## src/msto_pkg.sv

```systemverilog
// ----------------------------------------------------------------------------
// msto_pkg
// Shared types and constants for the minimum-steps-to-one core: controller
// state codes, the command and status groups between controller and datapath.
// ----------------------------------------------------------------------------
`default_nettype none

package msto_pkg;

    // field widths of the request and result items
    localparam int QUERY_W = 12;
    localparam int STEP_W  = 5;

    // largest step count the result field can carry
    localparam logic [STEP_W-1:0] STEP_LIMIT = 5'd31;

    // controller states
    typedef enum logic [2:0] {
        ST_IDLE,
        ST_CHECK,
        ST_READ,
        ST_UPDATE,
        ST_FINISH
    } msto_state_t;

    // commands from controller to datapath
    typedef struct packed {
        logic capture;   // latch the query value
        logic init;      // seed entry one, set up the sweep
        logic read;      // read the half and third entries
        logic update;    // write the current entry and advance
        logic load_out;  // move the result into the output register
    } msto_cmd_t;

    // status from datapath to controller
    typedef struct packed {
        logic bad;       // query is zero or above the table bound
        logic one;       // query is one, nothing to fill
        logic last;      // current entry is the queried one
        logic out_busy;  // output register holds a result not yet taken
    } msto_sts_t;

endpackage

`default_nettype wire

```

## src/msto_ctrl.sv

```systemverilog
// ----------------------------------------------------------------------------
// msto_ctrl
// Sequencer for one query: check, sweep the step table with a read and an update
// state per entry, then hand the result to the output register.
// ----------------------------------------------------------------------------
`default_nettype none

module msto_ctrl
(
    input  wire logic               clk,
    input  wire logic               rst_n,
    input  wire logic               in_valid,
    output logic                    in_ready,
    input  wire msto_pkg::msto_sts_t sts,
    output msto_pkg::msto_cmd_t     cmd
);

    import msto_pkg::*;

    msto_state_t state_reg;
    msto_state_t state_next;

    // state register
    always_ff @(posedge clk or negedge rst_n)
    begin
        if (!rst_n)
        begin
            state_reg <= ST_IDLE;
        end
        else
        begin
            state_reg <= state_next;
        end
    end

    // next state and commands
    always_comb
    begin
        state_next = state_reg;
        cmd        = '0;
        in_ready   = 1'b0;
        unique case (state_reg)
            ST_IDLE:
            begin
                in_ready = 1'b1;
                if (in_valid)
                begin
                    cmd.capture = 1'b1;
                    state_next  = ST_CHECK;
                end
            end
            ST_CHECK:
            begin
                if (sts.bad || sts.one)
                begin
                    state_next = ST_FINISH;
                end
                else
                begin
                    cmd.init   = 1'b1;
                    state_next = ST_READ;
                end
            end
            ST_READ:
            begin
                cmd.read   = 1'b1;
                state_next = ST_UPDATE;
            end
            ST_UPDATE:
            begin
                cmd.update = 1'b1;
                state_next = sts.last ? ST_FINISH : ST_READ;
            end
            ST_FINISH:
            begin
                if (!sts.out_busy)
                begin
                    cmd.load_out = 1'b1;
                    state_next   = ST_IDLE;
                end
            end
            default:
            begin
                state_next = ST_IDLE;
            end
        endcase
    end

`ifndef SYNTHESIS
    // a result is never loaded over one still waiting
    a_no_overwrite: assert property (@(posedge clk) disable iff (!rst_n)
        cmd.load_out |-> !sts.out_busy)
        else $error("result loaded while output register busy");

    // the sweep ends on the queried entry
    a_last_finish: assert property (@(posedge clk) disable iff (!rst_n)
        (state_reg == ST_UPDATE) && sts.last |=> state_reg == ST_FINISH)
        else $error("sweep did not stop at queried entry");
`endif

endmodule

`default_nettype wire

```

## config.mk

```make
export PLATFORM = sky130hd
export DESIGN_NAME = msto_ctrl
export DESIGN_NICKNAME = d
export VERILOG_FILES = /design/src/msto_pkg.sv /design/src/msto_ctrl.sv
export SDC_FILE = /design/constraint.sdc
export NUM_CORES = 1
export LEC_CHECK = 0
export BUFFER_PORTS_ARGS = -buffer_cell sky130_fd_sc_hd__clkbuf_2
export CAP_MARGIN = 30
export CELL_PAD_IN_SITES_DETAIL_PLACEMENT = 0
export CELL_PAD_IN_SITES_GLOBAL_PLACEMENT = 1
export CORE_AREA = 10 10 47 49
export CTS_CLUSTER_SIZE = 40
export DETAILED_ROUTE_END_ITERATION = 7
export DIE_AREA = 0 0 57 59
export PLACE_DENSITY_LB_ADDON = 0.08
export SLEW_MARGIN = 30
export SYNTH_ARGS = -nofsm -noshare
export SYNTH_HDL_FRONTEND = slang
export SYNTH_SLANG_ARGS = --single-unit
```

## constraint.sdc

```tcl
create_clock -name clk -period 1.8 [get_ports clk]
set_clock_uncertainty 0.15 [all_clocks]
set_input_delay 0.09 -clock clk [delete_from_list [all_inputs] [get_ports clk]]
set_output_delay 0.09 -clock clk [all_outputs]
set_load 0.02 [all_outputs]
```

# ---- Word-level counts from Yosys, hierarchy flattened
# Index checks and enable logic that the tools add are counted.
# W data, S select, Z words.
dict set report op_classes {
  eq_ne 6
  mux 14
  n_reduce_logical 3
}
# operator count
set ops {}
lappend ops {{$pmux W3 S5} 1}
lappend ops {{$mux W3} 4}
lappend ops {{$mux W1} 9}
lappend ops {{$eq A3 B2 Y1 const B} 2}
lappend ops {{$ne A2 B2 Y1 const B} 2}
lappend ops {{$eq A3 B1 Y1 const B} 1}
lappend ops {{$eq A3 B3 Y1 const B} 1}
lappend ops {{$logic_not A3 Y1} 1}
lappend ops {{$reduce_and A2 Y1} 1}
lappend ops {{$logic_or A1 B1 Y1} 1}
dict set report totals {
  reg_bits 3
  inputBits 7
  output_inout_bits 6
  wordCells 24
}

# ---- Depth between registers and ports, before layout
# Gate-level depths: netlist of the first run.
dict set report logic_depth {
  ltp_word 3
  depth_mapped 3
  depth_no_buf 2
}

# ---- Least setup slack after synthesis of the first run
# Ideal clock, no wire load.
dict set report synth_path {
  kind {register to output}
  startpoint {reg state_reg[1]}
  endpoint {out cmd[3] (netlist name)}
  t_arrival_ns 1.346
  t_required_ns 1.560
  path_slack_ns 0.214
  stages_incl_launch_ff 4
  path_buffers 1
  path_cell_list {dfrtp_1 buf_6 or3_1 nor3b_1}
}
# item line
set synth_rtl {}
lappend synth_rtl {{start, declared} msto_ctrl.sv:20} ;# msto_state_t state_reg;
lappend synth_rtl {{start signal, assigned} msto_ctrl.sv:32} ;# state_reg <= state_next;
lappend synth_rtl {{end, declared} msto_ctrl.sv:15} ;# output msto_pkg::msto_cmd_t cmd

==> results_dict.tcl, run 1 <==
set metrics [dict create \
    status "complete, no violations" \
    fp.dieArea_um2 3363 \
    seq_area_um2 76.32 \
    yosys_warnings 0 \
    cp_data_required_time_ps 1560 \
    ys_seq_elements 3 \
    largest_register_ffs 3 \
    reg2reg_depth 2 \
    drtIter0Drc 2 \
    n_antenna_cell 0 \
    globalRouteTotalUtil_pct 4.021 \
    clk_pin_slew_ps 40 \
    setup_viol 0 \
    clock_latency_ps 230 \
    peakVddDrop_mv 0.4824 \
    drv_slew 0 \
    htree_levels 1 \
    die_w_um 57 \
    wl_met3_um 69 \
    clock-sinks 3 \
    hold_viol_final 0 \
    crit_type "flip-flop to output pin" \
    antenna_left 0 \
    reg2reg_slack_ps 500 \
    drc 0 \
    critical_path.endpoint "cmd[3]" \
    tritoncts "done" \
    root_buffer "clkbuf_4" \
    area_delta_synth_final_pct 54.60 \
    fill_cells 164 \
    fin_crit_sh_pct 93.34 \
    rows 14 \
    synthDistinctLibCells 17 \
    hold_ws_ps 32.78 \
    hold_class "primary input to async pin" \
    syn_nets 28 \
    placed_area_um2 267.8 \
    dr.pass1.iters 2 \
    grt_pass1_vias 242 \
    max_stage_delay_ps 440 \
    power.density_nw_per_um2 1591 \
    nNetsFinal 45 \
    synth_area_leaders "dfrtp_1 37%, nor3b_1 7.4%, and4bb_2 6.1%, buf_6 5.5%, a41o_1 4.9%" \
    cpMaxStageDelayCell "dfrtp_2" \
    core_area_um2 1401 \
    vias 211 \
    multi_input_area_um2 108.9 \
    ios 13 \
    setup_tns_ps 0 \
    rsz0062_at_grt "false" \
    crit_path_cell_trace "or3_1, nor3b_1, clkbuf_2" \
    wirelength_um 586 \
    r2r_end "state_reg[2]$_DFFE_PN0P_" \
    cts_buffers 3 \
    critical_path.top_delay_family "simple AND/OR/NAND/NOR gates" \
    setup_slack_ps 119.9 \
    pre_cts_slack_ps 345.7 \
    vias_per_cell 3.981 \
    die_h_um 59 \
    cap_viol_max_count 0 \
    layout_common_cells "12 x clkbuf_2, 3 x clkbuf_4" \
    grt_max_degree 11 \
    final_common_cell "clkbuf_2" \
    drt-met1-wl_um 216 \
    post_cts_buffers 0 \
    p_leak_nw 0.1541 \
    place.port_buffers 12 \
    cp-end-kind "output pin" \
    highest_layer "met4" \
    initial_core_util_pct 14.55 \
    clk_path_buf_depth 2 \
    period_needed_ps 1680 \
    syn_inst 21 \
    cp-startpoint "state_reg[1]$_DFFE_PN0P_" \
    tightest_slew_ps 242.3 \
    worstPathArrival_ps 1440 \
    critPathLaunchType "flip-flop" \
    synth_top_area_share_pct 36.81 \
    globalplace.congestion 0.6480 \
    avgRoutedWirePerCell_um 11.06 \
    critical_path.n_buffers_inverters 1 \
    fin_cells 53 \
    yosysTopAreaCell "dfrtp_1" \
    hpwl_um 484.7 \
    relSlewSlack_pct 83.62 \
    syn_area_per_cell_um2 9.712 \
    grt_antenna_before_repair 0 \
    synth_area_um2 203.9 \
    worstSetupPathDepth 3 \
    ys_seq_area_share_pct 36.81 \
    cp_max_fo 10 \
    grt_pass1_wl_um 1048 \
    overflow 0 \
    dp_cells 47 \
    r2r_start "state_reg[1]$_DFFE_PN0P_" \
    wl_met2_um 285 \
    postLayoutCellArea_um2 315.3 \
    max_clock_freq_ghz 0.5952 \
    drive_gt1_share_pct 48.65 \
]
-- stage by stage --
step                      total power, mW  util [%]
after floorplan                    0.3323         -
after global placement             0.3892     19.11
after detailed placement           0.3848     19.11
after CTS                          0.5117     22.41
after global routing               0.5505     22.50
final                              0.5015     22.50
-- synthesized netlist by cell type --
cell / instances
dfrtp_1: 3
inv_1: 1
and3_2: 1
or2b_1: 1
buf_2: 1
nor3_1: 2
nor4_1: 1
nor4b_1: 1
or3_1: 1
o21a_1: 1
buf_6: 1
nor2_1: 1
nor3b_1: 2
a21boi_0: 1
and4bb_2: 1
a41o_1: 1
and2_1: 1
-- report_power, final --
group	total (mW)	switching, mW	internal, mW	leakage (nW)
sequential	0.156	0.0560	0.0996	0.0376
combinational	0.227	0.123	0.104	0.102
clock	0.118	0.0354	0.0831	0.0150
-- worst min path at each step --
stage	cells past startpoint	start	endpoint	slack, ps
finish	2	rst_n	state_reg[2]$_DFFE_PN0P_	30
global route	2	rst_n	state_reg[0]$_DFFE_PN0P_	60
CTS	2	rst_n	state_reg[1]$_DFFE_PN0P_	30
detailed placement	1	rst_n	state_reg[1]$_DFFE_PN0P_	-260
global placement	1	rst_n	state_reg[0]$_DFFE_PN0P_	-260
floorplan	0	rst_n	state_reg[0]$_DFFE_PN0P_	-360
-- kinds of logic after synthesis --
group                  count (synthesis)  share of synthesized area, %
and+or+nand+nor                       12                         41.11
DFF                                    3                         36.81
AOI/OAI and AO/OA                      3                         12.27
buffers and inverters                  3                         9.811
-- repair_timing --
| action | 4_1_cts | 5_1_grt |
|---|---|---|
| setup endpoints to repair | 0 | 1 |
| hold buffers | 2 | 0 |
| resized for setup | 0 | 1 |
| endpoints found under the hold margin | 4 | 0 |
-- final cells by class --
class,instances,share of cell area [%]
Timing Repair Buffer,14,25.40
Clock buffer,4,8.333
Inverter,1,1.190
Multi-Input combinational cell,15,34.52
Sequential cell,3,24.21
Tap cell,16,6.349
-- layer usage --
| metal | vias to the layer above | GRT usage, % |
|---|---|---|
| li1 | 109 | - |
| met1 | 92 | 3.567 |
| met2 | 8 | 5.891 |
| met3 | 2 | 2.790 |
| met4 | 0 | 4.027 |
| met5 | - | 0 |
Note: power is estimated with default switching activity, not from simulation.
==> inputs of run 2 (changes only) <==
Clock period 1.8 ns to 1.6 ns, I/O delays scaled along.
==> results_dict.tcl, run 2 (synthesis results as in run 1) <==
set metrics [dict create \
    core_area_um2 1401 \
    wirelength_um 604 \
    overflow 0 \
    cp-end-kind "output pin" \
    pre_cts_slack_ps 294.2 \
    dp_cells 48 \
    p_sw_share_pct 42.48 \
    status "complete, no violations" \
    antenna_left 0 \
    nNetsFinal 46 \
    crit_path_cell_trace "or3_1, nor3b_2, buf_2" \
    setup_slack_ps 86.74 \
    critical_path.n_buffers_inverters 1 \
    root_buffer "clkbuf_4" \
    vias 221 \
    ios 13 \
    fp.dieArea_um2 3363 \
    reg2reg_slack_ps 370 \
    max_stage_delay_ps 360 \
    r2r_end "state_reg[2]$_DFFE_PN0P_" \
    htree_levels 1 \
    critical_path.endpoint "cmd[3]" \
    globalRouteTotalUtil_pct 4.359 \
    largest_register_ffs 3 \
    vias_per_cell 4.093 \
    cp_data_required_time_ps 1370 \
    tritoncts "done" \
    p_leak_nw 0.1633 \
    place.port_buffers 12 \
    fill_cells 167 \
    p_seq_share_pct 26.9 \
    cp_max_fo 2 \
    hold_class "primary input to async pin" \
    period_needed_ps 1513 \
    fin_crit_sh_pct 94.58 \
    initial_core_util_pct 14.55 \
    drv_slew 0 \
    critical_path.top_delay_family "simple AND/OR/NAND/NOR gates" \
    hold_ws_ps 25.42 \
    tightest_slew_ps 276.8 \
    cpMaxStageDelayCell "dfrtp_1" \
    peakVddDrop_mv 0.4379 \
    cts_buffers 3 \
    clock_latency_ps 230 \
    area_delta_synth_final_pct 63.19 \
    drc 0 \
    setup_viol 0 \
    clk_path_buf_depth 2 \
    cap_viol_max_count 0 \
    p_comb_share_pct 50.9 \
    power.internal_uw 344.5 \
    worstPathArrival_ps 1280 \
    hold_viol_final 0 \
    relSlewSlack_pct 81.54 \
    grt_pass1_wl_um 1138 \
    fin_cells 54 \
    layout_common_cells "11 x clkbuf_2, 3 x clkbuf_4, 2 x dlygate4sd3_1, 2 x dfrtp_1" \
    globalplace.congestion 0.6010 \
    clkPwrFrac_pct 22.1 \
    dr.pass1.iters 1 \
    grt_max_degree 11 \
    max_clock_freq_ghz 0.6608 \
    final_common_cell "clkbuf_2" \
    grt_pass1_vias 254 \
    post_cts_buffers 0 \
    die_h_um 59 \
    clk_pin_slew_ps 40 \
    worstSetupPathDepth 3 \
    crit_type "flip-flop to output pin" \
    grt_antenna_before_repair 0 \
    drive_gt1_share_pct 55.26 \
    p_sw_uw 254.4 \
    avgRoutedWirePerCell_um 11.19 \
    clock-sinks 3 \
    critPathLaunchType "flip-flop" \
    cp-startpoint "state_reg[1]$_DFFE_PN0P_" \
    rows 14 \
    n_antenna_cell 0 \
    power.density_nw_per_um2 1799 \
    drtIter0Drc 0 \
    r2r_start "state_reg[0]$_DFFE_PN0P_" \
    die_w_um 57 \
    reg2reg_depth 2 \
]
run 2: how the worst min path moves through the flow:
stage,end,slack [ps]
2_1_floorplan,state_reg[0]$_DFFE_PN0P_,-370
3_3_place_gp,state_reg[0]$_DFFE_PN0P_,-270
3_5_place_dp,state_reg[0]$_DFFE_PN0P_,-270
4_1_cts,state_reg[2]$_DFFE_PN0P_,20
5_1_grt,state_reg[1]$_DFFE_PN0P_,40
6_report,state_reg[1]$_DFFE_PN0P_,30
run 2: power by group through the flow:
stage	combinational, mW	sequential [mW]	clock, mW
2_1_floorplan	0.247	0.127	0
3_3_place_gp	0.296	0.155	0
3_5_place_dp	0.297	0.157	0
4_1_cts	0.301	0.156	0.142
5_1_grt	0.336	0.173	0.157
6_report	0.305	0.161	0.133
run 2: area by class of cell:
| type | count | area, um^2 | share of cell area (%) |
|---|---|---|---|
| Multi-Input combinational cell | 15 | 118.9 | 35.71 |
| Timing Repair Buffer | 15 | 87.58 | 26.32 |
| Sequential cell | 3 | 76.32 | 22.93 |
| Clock buffer | 4 | 26.28 | 7.895 |
| Tap cell | 16 | 20.02 | 6.015 |
| Inverter | 1 | 3.754 | 1.128 |
run 2: through the flow:
step | setup TNS, ps | utilization, % | instance area, um^2 | total power, mW
floorplan | 0 | - | 203.9 | 0.3738
global placement | 0 | 19.64 | 275.3 | 0.4513
detailed placement | 0 | 19.64 | 275.3 | 0.4539
CTS | 0 | 22.95 | 321.6 | 0.5992
global route | -21.47 | 23.75 | 332.8 | 0.6655
finish | 0 | 23.75 | 332.8 | 0.5989
run 2: what timing repair did:
item	4_1_cts	5_1_grt
resized for setup	0	4
endpoints found under the hold margin	4	0
hold buffers	2	0
endpoints found under the setup margin	0	3
run 2: metal layers:
layer  track usage, %  vias to the layer above  part of all wire (%)
met1            4.379                      104                    40
met4            2.013                        0                     0
met5                0                        -                     0
met2            6.512                        5                    55
li1                 -                      112                     -
met3            3.433                        0                   5.0
==> inputs of run 3 (changes only) <==
Settings changed: PLACE_DENSITY set to 0.5, PLACE_DENSITY_LB_ADDON 0.08 to not set.
==> results_dict.tcl, run 3 (synthesis results as in run 1) <==
set metrics [dict create \
    wirelength_um 633 \
    setup_tns_ps 0 \
    rsz0062_at_grt "false" \
    critical_path.n_buffers_inverters 1 \
    cp-end-kind "output pin" \
    fp.dieArea_um2 3363 \
    root_buffer "clkbuf_4" \
    hold_viol_final 0 \
    cp_data_required_time_ps 1370 \
    drv_slew 0 \
    clk_path_buf_depth 2 \
    critPathLaunchType "flip-flop" \
    setup_viol 0 \
    ios 13 \
    dr.pass1.iters 2 \
    relSlewSlack_pct 80.84 \
    largest_register_ffs 3 \
    post-route-util_pct 24.91 \
    tightest_slew_ps 283.4 \
    cpMaxStageDelayCell "dfrtp_2" \
    die_w_um 57 \
    tritoncts "done" \
    area_delta_synth_final_pct 71.17 \
    rows 14 \
    clk_pin_slew_ps 40 \
    initial_core_util_pct 14.55 \
    cap_viol_max_count 0 \
    nNetsFinal 47 \
    cp-startpoint "state_reg[1]$_DFFE_PN0P_" \
    grt_antenna_before_repair 0 \
    grt_pass1_vias 263 \
    cp_max_fo 3 \
    max_clock_freq_ghz 0.6520 \
    critical_path.top_delay_family "simple AND/OR/NAND/NOR gates" \
    globalRouteTotalUtil_pct 4.145 \
    drc 0 \
    peakVddDrop_mv 0.6927 \
    drtIter0Drc 4 \
    die_h_um 59 \
    period_needed_ps 1534 \
    clock_latency_ps 230 \
    r2r_start "state_reg[1]$_DFFE_PN0P_" \
    n_antenna_cell 0 \
    drive_gt1_share_pct 61.54 \
    core_area_um2 1401 \
    grt_max_degree 11 \
    antenna_left 0 \
    hold_class "primary input to async pin" \
    htree_levels 1 \
    hpwl_um 505 \
    p_leak_nw 0.1680 \
    layout_common_cells "11 x clkbuf_2, 3 x clkbuf_4, 3 x buf_4" \
    crit_path_cell_trace "or3_4, nor3b_2, buf_4" \
    cts_buffers 3 \
    worstPathArrival_ps 1300 \
    max_stage_delay_ps 410 \
    grt_pass1_wl_um 1104 \
    vias 221 \
    vias_per_cell 4.018 \
    status "complete, no violations" \
    crit_type "flip-flop to output pin" \
    power.density_nw_per_um2 1791 \
    final_common_cell "clkbuf_2" \
    fin_crit_sh_pct 95.86 \
    avgRoutedWirePerCell_um 11.51 \
    overflow 0 \
    place.port_buffers 12 \
    globalplace.congestion 0.7450 \
    clock-sinks 3 \
]
run 3: layer usage:
metal	wire length, um	track usage [%]	share of wire, %	vias up
met5	0	0	0	-
met4	0	5.034	0	0
met3	15	0.8584	2.4	0
met2	381	6.822	60	6
met1	236	3.910	37	102
li1	-	-	-	113
run 3: final cells by class:
| cell class | count | area [um^2] |
|---|---|---|
| flip-flops and latches | 3 | 77.57 |
| inverters | 1 | 3.754 |
| fillers | 162 | 1052 |
| well taps | 16 | 20.02 |
| multi-input cells | 15 | 123.9 |
| repair buffers | 16 | 97.59 |
| clock buffers | 4 | 26.28 |
run 3: worst paths after layout:
kind                                       endpoint  slack, ps  depth (start not counted)
setup / recovery                             cmd[3]         70                          3
hold / removal             state_reg[2]$_DFFE_PN0P_         30                          2
setup reg to reg           state_reg[2]$_DFFE_PN0P_        340                          2
hold reg to reg            state_reg[0]$_DFFE_PN0P_        370                          1
max in group asynchronous  state_reg[1]$_DFFE_PN0P_       1150                          2
min in group clk           state_reg[1]$_DFFE_PN0P_         70                          3
run 3: power breakdown:
group	internal (mW)	switching (mW)
clock network	0.0931	0.0346
registers	0.114	0.0544
logic	0.160	0.169
total	0.367	0.258
run 3: metrics by stage:
step	total power, mW	setup slack (ps)	area [um^2]	instances	hold WS, ps
global route	0.6788	5.222	349.1	55	55.29
detailed placement	0.4337	132.7	267.8	47	-272.2
finish	0.6253	66.31	349.1	55	31.46
global placement	0.4322	172.1	267.8	47	-272.4
floorplan	0.3738	23.81	203.9	21	-365.6
CTS	0.6243	2.624	342.8	55	30.39
run 3: timing repair:
item	4_1_cts	5_1_grt
pin swaps	0	1
endpoints found under the hold margin	4	0
hold buffers	2	0
setup endpoints to repair	1	2
resized for setup	4	3
setup buffers	2	0
cloned	0	0
